--- src/sv/text_to_integer_parser_top_macros.svh ---
// ----------------------------------------------------------------------------
// Text to integer parser assertion macros
// Shared concurrent assertion forms for the parser RTL.
// ----------------------------------------------------------------------------
`ifndef TEXT_TO_INTEGER_PARSER_TOP_MACROS_SVH
`define TEXT_TO_INTEGER_PARSER_TOP_MACROS_SVH

// same-cycle implication, checked outside reset
`define TTIP_ASSERT_NOW(lbl, ante, cons, msg) \
  lbl: assert property (@(posedge clk) disable iff (!rst_n) (ante) |-> (cons)) \
    else $error(msg);

// next-cycle implication, checked outside reset
`define TTIP_ASSERT_NEXT(lbl, ante, cons, msg) \
  lbl: assert property (@(posedge clk) disable iff (!rst_n) (ante) |=> (cons)) \
    else $error(msg);

`endif

--- src/sv/ttip_pkg.sv ---
// ----------------------------------------------------------------------------
// Text to integer parser package
// Parse state, codes and character constants shared by the parser modules.
// ----------------------------------------------------------------------------
`default_nettype none

package ttip_pkg;

  // parse phases
  typedef enum logic [2:0] {
    PH_LEAD   = 3'd0,
    PH_SIGN   = 3'd1,
    PH_ZERO   = 3'd2,
    PH_DIGITS = 3'd3,
    PH_UNDER  = 3'd4,
    PH_TRAIL  = 3'd5
  } phase_t;

  // number base
  typedef enum logic [1:0] {
    RX_DEC = 2'd0,
    RX_HEX = 2'd1,
    RX_OCT = 2'd2,
    RX_BIN = 2'd3
  } radix_t;

  // result status
  typedef enum logic [1:0] {
    ERR_NONE   = 2'd0,
    ERR_SYNTAX = 2'd1,
    ERR_RANGE  = 2'd2
  } err_t;

  // width mode register codes (3 behaves as 64-bit)
  localparam logic [1:0] WM_16 = 2'd0;
  localparam logic [1:0] WM_32 = 2'd1;
  localparam logic [1:0] WM_64 = 2'd2;

  localparam int unsigned CH_W  = 8;
  localparam int unsigned VAL_W = 64;
  localparam int unsigned WM_W  = 2;

  localparam logic [CH_W-1:0] CH_NUL   = 8'h00;
  localparam logic [CH_W-1:0] CH_UNDER = 8'h5F;
  localparam logic [CH_W-1:0] CH_MINUS = 8'h2D;
  localparam logic [CH_W-1:0] CH_PLUS  = 8'h2B;
  localparam logic [CH_W-1:0] CH_ZERO  = 8'h30;

  // complete parse state
  typedef struct packed {
    phase_t             phase;
    logic [VAL_W-1:0]   mag;
    logic               neg;
    radix_t             radix;
    logic               seen;
    err_t               err;
  } state_t;

  localparam state_t STATE_RESET = '{
    phase: PH_LEAD,
    mag:   '0,
    neg:   1'b0,
    radix: RX_DEC,
    seen:  1'b0,
    err:   ERR_NONE
  };

endpackage

`default_nettype wire

--- src/sv/ttip_step.sv ---
// ----------------------------------------------------------------------------
// Text to integer parser step
// Next parse state for one character, and the result on the terminating byte.
// ----------------------------------------------------------------------------
`default_nettype none

module ttip_step (
  input  wire ttip_pkg::state_t            st,
  input  wire logic [ttip_pkg::CH_W-1:0]   ch,
  input  wire logic [ttip_pkg::WM_W-1:0]   wm,
  output ttip_pkg::state_t                 nxt,
  output logic [ttip_pkg::VAL_W-1:0]       res_value,
  output ttip_pkg::err_t                   res_status
);

  // digit value in the given base, 16 when not a digit of it
  function automatic logic [4:0] digit_of(input logic [7:0] c, input ttip_pkg::radix_t rx);
    logic [4:0] d;
    logic [4:0] lim;
    d = 5'd16;
    if (c >= 8'h30 && c <= 8'h39) begin
      d = 5'(c - 8'h30);
    end else if (c >= 8'h61 && c <= 8'h66) begin
      d = 5'(c - 8'h61 + 8'd10);
    end else if (c >= 8'h41 && c <= 8'h46) begin
      d = 5'(c - 8'h41 + 8'd10);
    end
    unique case (rx)
      ttip_pkg::RX_HEX: lim = 5'd16;
      ttip_pkg::RX_OCT: lim = 5'd8;
      ttip_pkg::RX_BIN: lim = 5'd2;
      default:          lim = 5'd10;
    endcase
    if (d >= lim) begin
      d = 5'd16;
    end
    return d;
  endfunction

  // half of the signed range: 2^(W-1)
  function automatic logic [63:0] half_range(input logic [1:0] w);
    logic [63:0] h;
    unique case (w)
      ttip_pkg::WM_16: h = 64'd1 << 15;
      ttip_pkg::WM_32: h = 64'd1 << 31;
      default:         h = 64'd1 << 63;
    endcase
    return h;
  endfunction

  // largest magnitude that may still be multiplied by the base
  function automatic logic [63:0] mul_limit(input logic [1:0] w, input ttip_pkg::radix_t rx);
    logic [63:0] l;
    unique case (w)
      ttip_pkg::WM_16: begin
        unique case (rx)
          ttip_pkg::RX_HEX: l = 64'd2048;
          ttip_pkg::RX_OCT: l = 64'd4096;
          ttip_pkg::RX_BIN: l = 64'd16384;
          default:          l = 64'd3276;
        endcase
      end
      ttip_pkg::WM_32: begin
        unique case (rx)
          ttip_pkg::RX_HEX: l = 64'd134217728;
          ttip_pkg::RX_OCT: l = 64'd268435456;
          ttip_pkg::RX_BIN: l = 64'd1073741824;
          default:          l = 64'd214748364;
        endcase
      end
      default: begin
        unique case (rx)
          ttip_pkg::RX_HEX: l = 64'd576460752303423488;
          ttip_pkg::RX_OCT: l = 64'd1152921504606846976;
          ttip_pkg::RX_BIN: l = 64'd4611686018427387904;
          default:          l = 64'd922337203685477580;
        endcase
      end
    endcase
    return l;
  endfunction

  logic                 is_sp;
  ttip_pkg::radix_t     rx_use;
  logic [63:0]          mag_use;
  logic                 seen_use;
  logic [4:0]           dig;
  logic                 dig_ok;
  logic                 over;
  logic [63:0]          scaled;
  logic [63:0]          acc;
  ttip_pkg::state_t     step;
  logic                 run;
  logic                 ended_ok;
  logic [63:0]          mag_fin;
  logic [63:0]          half;

  // character class
  assign is_sp = (ch == 8'd32) || (ch >= 8'd9 && ch <= 8'd13);

  // base, magnitude and digit flag as seen by the digit path
  always_comb begin
    unique case (st.phase)
      ttip_pkg::PH_LEAD, ttip_pkg::PH_SIGN, ttip_pkg::PH_ZERO: rx_use = ttip_pkg::RX_DEC;
      default: rx_use = st.radix;
    endcase
    mag_use  = (st.phase == ttip_pkg::PH_ZERO) ? '0 : st.mag;
    seen_use = (st.phase == ttip_pkg::PH_ZERO) ? 1'b1 : st.seen;
  end

  assign dig    = digit_of(ch, rx_use);
  assign dig_ok = ~dig[4];
  assign over   = mag_use > mul_limit(wm, rx_use);

  // multiply by the base with shifts
  always_comb begin
    unique case (rx_use)
      ttip_pkg::RX_HEX: scaled = mag_use << 4;
      ttip_pkg::RX_OCT: scaled = mag_use << 3;
      ttip_pkg::RX_BIN: scaled = mag_use << 1;
      default:          scaled = (mag_use << 3) + (mag_use << 1);
    endcase
  end
  assign acc = scaled + 64'(dig[3:0]);

  // one character of the parse
  always_comb begin
    step = st;
    run  = 1'b0;
    unique case (st.phase)
      ttip_pkg::PH_LEAD: begin
        if (is_sp) begin
          step = st;
        end else if (ch == ttip_pkg::CH_MINUS || ch == ttip_pkg::CH_PLUS) begin
          step.neg   = (ch == ttip_pkg::CH_MINUS);
          step.phase = ttip_pkg::PH_SIGN;
        end else if (ch == ttip_pkg::CH_ZERO) begin
          step.phase = ttip_pkg::PH_ZERO;
        end else begin
          step.radix = ttip_pkg::RX_DEC;
          step.phase = ttip_pkg::PH_DIGITS;
          run        = 1'b1;
        end
      end
      ttip_pkg::PH_SIGN: begin
        if (ch == ttip_pkg::CH_ZERO) begin
          step.phase = ttip_pkg::PH_ZERO;
        end else begin
          step.radix = ttip_pkg::RX_DEC;
          step.phase = ttip_pkg::PH_DIGITS;
          run        = 1'b1;
        end
      end
      ttip_pkg::PH_ZERO: begin
        step.mag   = '0;
        step.phase = ttip_pkg::PH_DIGITS;
        if (ch == 8'h78 || ch == 8'h58) begin
          step.radix = ttip_pkg::RX_HEX;
        end else if (ch == 8'h6F || ch == 8'h4F) begin
          step.radix = ttip_pkg::RX_OCT;
        end else if (ch == 8'h62 || ch == 8'h42) begin
          step.radix = ttip_pkg::RX_BIN;
        end else begin
          step.radix = ttip_pkg::RX_DEC;
          step.seen  = 1'b1;
          run        = 1'b1;
        end
      end
      ttip_pkg::PH_DIGITS, ttip_pkg::PH_UNDER: run = 1'b1;
      ttip_pkg::PH_TRAIL: begin
        if (!is_sp) begin
          step.err = ttip_pkg::ERR_SYNTAX;
        end
      end
      default: step.err = ttip_pkg::ERR_SYNTAX;
    endcase

    // digit, separator and trailing handling
    if (run) begin
      if (dig_ok) begin
        if (over) begin
          step.err = ttip_pkg::ERR_RANGE;
        end else begin
          step.mag   = acc;
          step.seen  = 1'b1;
          step.phase = ttip_pkg::PH_DIGITS;
        end
      end else if (st.phase == ttip_pkg::PH_UNDER) begin
        step.err = ttip_pkg::ERR_SYNTAX;
      end else if (ch == ttip_pkg::CH_UNDER) begin
        if (rx_use == ttip_pkg::RX_DEC && !seen_use) begin
          step.err = ttip_pkg::ERR_SYNTAX;
        end else begin
          step.phase = ttip_pkg::PH_UNDER;
        end
      end else if (!seen_use) begin
        step.err = ttip_pkg::ERR_SYNTAX;
      end else if (is_sp) begin
        step.phase = ttip_pkg::PH_TRAIL;
      end else begin
        step.err = ttip_pkg::ERR_SYNTAX;
      end
    end
  end

  // end of string checks
  assign ended_ok = (st.phase == ttip_pkg::PH_ZERO) ||
                    (st.phase == ttip_pkg::PH_DIGITS && st.seen) ||
                    (st.phase == ttip_pkg::PH_TRAIL);
  assign mag_fin  = (st.phase == ttip_pkg::PH_ZERO) ? '0 : st.mag;
  assign half     = half_range(wm);

  always_comb begin
    res_value  = '0;
    res_status = st.err;
    if (st.err == ttip_pkg::ERR_NONE) begin
      if (!ended_ok) begin
        res_status = ttip_pkg::ERR_SYNTAX;
      end else if (st.neg) begin
        if (mag_fin > half) begin
          res_status = ttip_pkg::ERR_RANGE;
        end else begin
          res_value = '0 - mag_fin;
        end
      end else begin
        if (mag_fin >= half) begin
          res_status = ttip_pkg::ERR_RANGE;
        end else begin
          res_value = mag_fin;
        end
      end
    end
  end

  // next state: clear on terminator, hold once an error is latched
  always_comb begin
    if (ch == ttip_pkg::CH_NUL) begin
      nxt = ttip_pkg::STATE_RESET;
    end else if (st.err != ttip_pkg::ERR_NONE) begin
      nxt = st;
    end else begin
      nxt = step;
    end
  end

endmodule

`default_nettype wire

--- src/sv/text_to_integer_parser_top.sv ---
// A character transaction accepted into the input register is parsed from there
// into the parse state register; the result of a zero byte is loaded into the
// result register in that same step, and out_tvalid rises when the result slot is free.
// Throughput: one character per cycle unless a zero byte waits on a busy result
// slot; the parse step feeding the parse state and result registers is combinational.
// Reset (rst_n low, synchronous): parse state cleared, width_mode back to 64-bit.
// ----------------------------------------------------------------------------
// Text to integer parser top level
// Streams characters in, emits one value and status per zero-terminated string.
// ----------------------------------------------------------------------------
`default_nettype none

`include "text_to_integer_parser_top_macros.svh"

module text_to_integer_parser_top (
  input  wire logic        clk,
  input  wire logic        rst_n,
  // character stream
  input  wire logic        in_tvalid,
  output logic             in_tready,
  input  wire logic [7:0]  in_tdata,    // [7:0] ch
  // result stream
  output logic             out_tvalid,
  input  wire logic        out_tready,
  output logic [71:0]      out_tdata,   // [63:0] value, [65:64] status, [71:66] zero
  // configuration
  input  wire logic        cfg_wr_en,
  input  wire logic [1:0]  cfg_wr_data  // width_mode
);

  logic                                in_valid_r;
  logic [ttip_pkg::CH_W-1:0]           in_ch_r;
  logic [ttip_pkg::WM_W-1:0]           width_mode_r;
  ttip_pkg::state_t                    state_r;
  ttip_pkg::state_t                    state_nxt;
  logic                                out_valid_r;
  logic [ttip_pkg::VAL_W-1:0]          out_value_r;
  ttip_pkg::err_t                      out_status_r;
  logic [ttip_pkg::VAL_W-1:0]          res_value;
  ttip_pkg::err_t                      res_status;
  logic                                is_term;
  logic                                adv;

  // the registered character moves on unless it needs a busy result slot
  assign is_term   = (in_ch_r == ttip_pkg::CH_NUL);
  assign adv       = in_valid_r && (!is_term || !out_valid_r || out_tready);
  assign in_tready = !in_valid_r || adv;

  ttip_step u_step (
    .st         (state_r),
    .ch         (in_ch_r),
    .wm         (width_mode_r),
    .nxt        (state_nxt),
    .res_value  (res_value),
    .res_status (res_status)
  );

  // configuration register
  always_ff @(posedge clk) begin
    if (!rst_n) begin
      width_mode_r <= ttip_pkg::WM_64;
    end else if (cfg_wr_en) begin
      width_mode_r <= cfg_wr_data;
    end
  end

  // input register
  always_ff @(posedge clk) begin
    if (!rst_n) begin
      in_valid_r <= 1'b0;
    end else if (in_tready) begin
      in_valid_r <= in_tvalid;
    end
  end

  always_ff @(posedge clk) begin
    if (in_tready && in_tvalid) begin
      in_ch_r <= in_tdata;
    end
  end

  // parse state
  always_ff @(posedge clk) begin
    if (!rst_n) begin
      state_r <= ttip_pkg::STATE_RESET;
    end else if (adv) begin
      state_r <= state_nxt;
    end
  end

  // result register
  always_ff @(posedge clk) begin
    if (!rst_n) begin
      out_valid_r <= 1'b0;
    end else if (adv && is_term) begin
      out_valid_r <= 1'b1;
    end else if (out_tready) begin
      out_valid_r <= 1'b0;
    end
  end

  always_ff @(posedge clk) begin
    if (adv && is_term) begin
      out_value_r  <= res_value;
      out_status_r <= res_status;
    end
  end

  assign out_tvalid = out_valid_r;
  assign out_tdata  = {6'd0, out_status_r, out_value_r};

  // checks
  `TTIP_ASSERT_NEXT(a_term_gives_result, adv && is_term, out_valid_r,
    "terminator transaction did not produce a result")
  `TTIP_ASSERT_NEXT(a_no_spurious_result, !out_valid_r && !(adv && is_term), !out_valid_r,
    "result appeared without a terminator")
  `TTIP_ASSERT_NOW(a_err_value_zero, out_valid_r && out_status_r != ttip_pkg::ERR_NONE,
    out_value_r == '0, "error result carries a nonzero value")
  `TTIP_ASSERT_NEXT(a_state_cleared, adv && is_term,
    state_r.phase == ttip_pkg::PH_LEAD && state_r.err == ttip_pkg::ERR_NONE &&
    state_r.mag == '0, "parse state not cleared after terminator")
  `TTIP_ASSERT_NEXT(a_error_sticky, state_r.err != ttip_pkg::ERR_NONE && !(adv && is_term),
    $stable(state_r.err), "latched error changed before terminator")

endmodule

`default_nettype wire

--- config.mk ---
export PLATFORM = sky130hd
export DESIGN_NAME = text_to_integer_parser_top
export DESIGN_NICKNAME = d
export VERILOG_FILES = /design/src/sv/ttip_pkg.sv /design/src/sv/ttip_step.sv /design/src/sv/text_to_integer_parser_top.sv
export VERILOG_INCLUDE_DIRS = /design/src /design/src/sv
export SDC_FILE = /design/constraint.sdc
export NUM_CORES = 1
export LEC_CHECK = 0
export ABC_AREA = 1
export BUFFER_PORTS_ARGS = -buffer_cell sky130_fd_sc_hd__clkbuf_2
export CELL_PAD_IN_SITES_DETAIL_PLACEMENT = 0
export CELL_PAD_IN_SITES_GLOBAL_PLACEMENT = 1
export CORE_MARGIN = 3
export CORE_UTILIZATION = 48
export CTS_CLUSTER_DIAMETER = 40
export CTS_CLUSTER_SIZE = 40
export DETAILED_ROUTE_END_ITERATION = 8
export PLACE_DENSITY = 0.91
export SYNTH_ARGS = -nofsm -noshare
export SYNTH_HDL_FRONTEND = slang
export SYNTH_HIERARCHICAL = 1
export SYNTH_SLANG_ARGS = --single-unit
--- constraint.sdc ---
create_clock -name clk -period 10.1 [get_ports clk]
set_input_delay 1.01 -clock clk [delete_from_list [all_inputs] [get_ports clk]]
set_output_delay 1.01 -clock clk [all_outputs]
set_load 0.1 [all_outputs]
==> results.sh <==
export IMPL_tightestPinTransition_ns=1.209
export IMPL_synth_cells=3949
export IMPL_finalClockSkew_ns=0.01956
export IMPL_cellPowerDensity_nw_per_um2=104.8
export IMPL_drt_iter0_drc=3887
export IMPL_cts_hold_buf=0
export IMPL_ant_nets=0
export IMPL_place_congestion=1.077
export IMPL_synth_distinct_cells=69
export IMPL_fin_util_pct=51.77
export IMPL_antenna_cells=0
export IMPL_period_share_pct=63.02
export IMPL_clk_pin_slew_worst_paths_ns=0.06
export IMPL_core_um2=44800
export IMPL_die_w_um=220.2
export IMPL_post_place_ws_ns=3.937
export IMPL_boundaryPins=89
export IMPL_area_growth_pct=5.301
export IMPL_ff2ff_setup_slack_ns=3.74
export IMPL_drv_slew=0
export IMPL_cpMaxStageDelayCell="clkinv_1"
export IMPL_pwr_share_clk_pct=27.6
export IMPL_rows=77
export IMPL_portBuffers=82
export IMPL_most_common_layout_cells="nand2_1 (985), inv_1 (550), nor2_1 (475), a21oi_1 (357), nand3_1 (353)"
export IMPL_syn_area_per_cell_um2=5.577
export IMPL_grt_setup_unrepaired="false"
export IMPL_fin_crit_ns=6.365
export IMPL_cts_sinks=151
export IMPL_nNetsFinal=4022
export IMPL_clockBufferDepth=2
export IMPL_hold_class="reg2reg"
export IMPL_cts_tree="yes"
export IMPL_setup_viol=0
export IMPL_worstPathRequired_ns=10.49
export IMPL_p_int_uw=1309
export IMPL_p_switching_uw=1121
export IMPL_grt_pass1_vias=23410
export IMPL_netlist_area_leader_share_pct=16.79
export IMPL_crit_path_frequent_cell="nor2_1"
export IMPL_final_common_cell="nand2_1"
export IMPL_cts_setup_buffers=0
export IMPL_power_frac_comb_pct=43.2
export IMPL_ys_seq_area_share_pct=17.09
export IMPL_cp_max_fo=35
export IMPL_synthArstFlopShare_pct=0
export IMPL_finalWorstSetupSlack_ns=3.735
export IMPL_grt_pass1_wl_mm=136.0
export IMPL_drv_cap=0
export IMPL_swShare_pct=46.11
export IMPL_dieArea_um2=48490
export IMPL_ys_warn_count=6
export IMPL_cts_resized=0
export IMPL_die_y_um=220.2
export IMPL_track_usage_pct=36.53
export IMPL_initial_core_util_pct=49.16
export IMPL_drive_gt1_share_pct=10.03
export IMPL_outcome="finished, final reports clean"
export IMPL_totalWireLength_mm=90.74
export IMPL_numCtsBuffers=17
export IMPL_cpPeakStageDelay_ns=0.97
export IMPL_start_kind="flop"
export IMPL_power_frac_seq_pct=29.2
export IMPL_ir_worst_vdd_mv=0.1057
export IMPL_finalSetupTns_ns=0
export IMPL_overflow=0
export IMPL_instances_no_fill=4531
export IMPL_synth_flop_cell="dfxtp_1"
export IMPL_hold_viol=0
export IMPL_dp_hpwl_mm=69.42
export IMPL_viasPerCell=5.935
export IMPL_clock_root_buffer="clkbuf_16"
export IMPL_vias=26890
export IMPL_synthTopCellsByArea="nand2_1 (17%), edfxtp_1 (10%), inv_1 (9.4%)"
export IMPL_p_leak_uw=0.01080
export IMPL_arrival_ns=6.76
export IMPL_yosys_register_bits=151
export IMPL_holdWs_ns=0.4817
export IMPL_timing_slew_headroom_pct=19.38
export IMPL_synthesis_area_um2=22020
export IMPL_dp_cells=4499
export IMPL_first_pass_iters=6
export IMPL_drc=0
export IMPL_end_kind="flop"
export IMPL_fmax_mhz=157.1
export IMPL_wire_per_inst_um=20.03
export IMPL_antenna_found_initial=1
export IMPL_synth_largest_area_cell="nand2_1"
export IMPL_clock_latency_ns=0.51
export IMPL_cts_max_level=4
export IMPL_grt_max_degree=107
export IMPL_synth_edf_count=74
export IMPL_critPathKind="reg2reg"
-- worst paths after layout --
| path | startpoint | endpoint | cells past startpoint |
|---|---|---|---|
| setup / recovery | state_r[71] | state_r[49] | 31 |
| hold / removal | state_r[6] | state_r[6] | 2 |
| setup reg to reg | state_r[71] | state_r[49] | 31 |
| hold reg to reg | state_r[6] | state_r[6] | 2 |
-- kinds of logic after synthesis --
group / after synthesis / share of synthesized area (%)
compound gates: 753 / 19.00
xor+xnor: 38 / 1.511
fa+ha+maj: 81 / 4.636
buf+inv: 790 / 14.53
flops: 151 / 17.09
other cells: 1 / 0.01703
simple gates: 2135 / 43.22
-- stage by stage --
| stage | power (uW) | area, um^2 |
|---|---|---|
| 3_3_place_gp | 1711 | 22620 |
| 5_1_grt | 2547 | 23190 |
| 2_1_floorplan | 1416 | 22040 |
| 3_5_place_dp | 1712 | 22620 |
| 4_1_cts | 2391 | 23190 |
| 6_report | 2430 | 23190 |
-- Yosys cell counts, types with 4 or more instances --
library cell  number
nand2_1          985
inv_1            551
nor2_1           477
a21oi_1          357
nand3_1          353
o21ai_0          205
clkbuf_1          82
ha_1              80
dfxtp_1           77
edfxtp_1          74
inv_2             63
nand4_1           57
nand2_2           56
nor2_2            56
nor3_1            51
o21ai_1           42
xor2_1            32
nand3_2           27
buf_2             26
o2111ai_1         24
o22ai_1           21
buf_1             19
clkinv_1          19
nor4_1            19
buf_6             17
a221oi_1          15
a31oi_1           15
nor2_4            14
a22oi_1           13
buf_4              9
o211ai_1           9
a211oi_1           8
a32oi_1            8
o21ai_2            7
nand2_4            6
o31ai_1            6
xnor2_1            6
nand3b_1           5
nor3_2             5
o21a_1             5
or2_2              5
a21boi_0           4
-- sequential cells by signal, indices dropped and copies added, names as in the netlist --
register      flops
width_mode_r      2
in_ch_r           8
out_status_r      2
out_tvalid        1
in_valid_r        1
out_value_r      64
state_r          73
-- critical path, delay by kind of cell, from the launching register on --
| kind | cells | cell delay (ns) |
|---|---|---|
| AO/OA/AOI/OAI | 3 | 0.72 |
| flip-flops | 1 | 0.53 |
| adder cells (fa/ha/maj) | 2 | 0.35 |
| AND/OR/NAND/NOR | 19 | 2.90 |
| buffers and inverters | 7 | 1.75 |
-- power groups by stage --
stage | Clock (uW) | Combinational, uW | Sequential (uW)
after global placement | 0 | 991 | 719
after floorplan | 0 | 712 | 703
after global routing | 704 | 1130 | 712
after CTS | 687 | 997 | 706
after detailed placement | 0 | 992 | 720
final | 671 | 1050 | 709
-- metal layers --
metal  wire length [um]  track usage [%]  vias up
li1                   -                -    12820
met1              37810            51.05    12220
met2              36550            52.20     1636
met5                 13                0        -
met3              13260            12.99      210
met4               3105            11.85        2
-- cell type report --
cell class	count	area [um^2]
clock inverter	11	125.1
tap	592	740.7
sequential	151	3767
fill	4991	21610
clock buffer	21	450.4
multi-input combinational	3013	15110
timing repair buffer	109	613.1
inverter	634	2384
No activity file was read; power rests on OpenSTA's default activity.
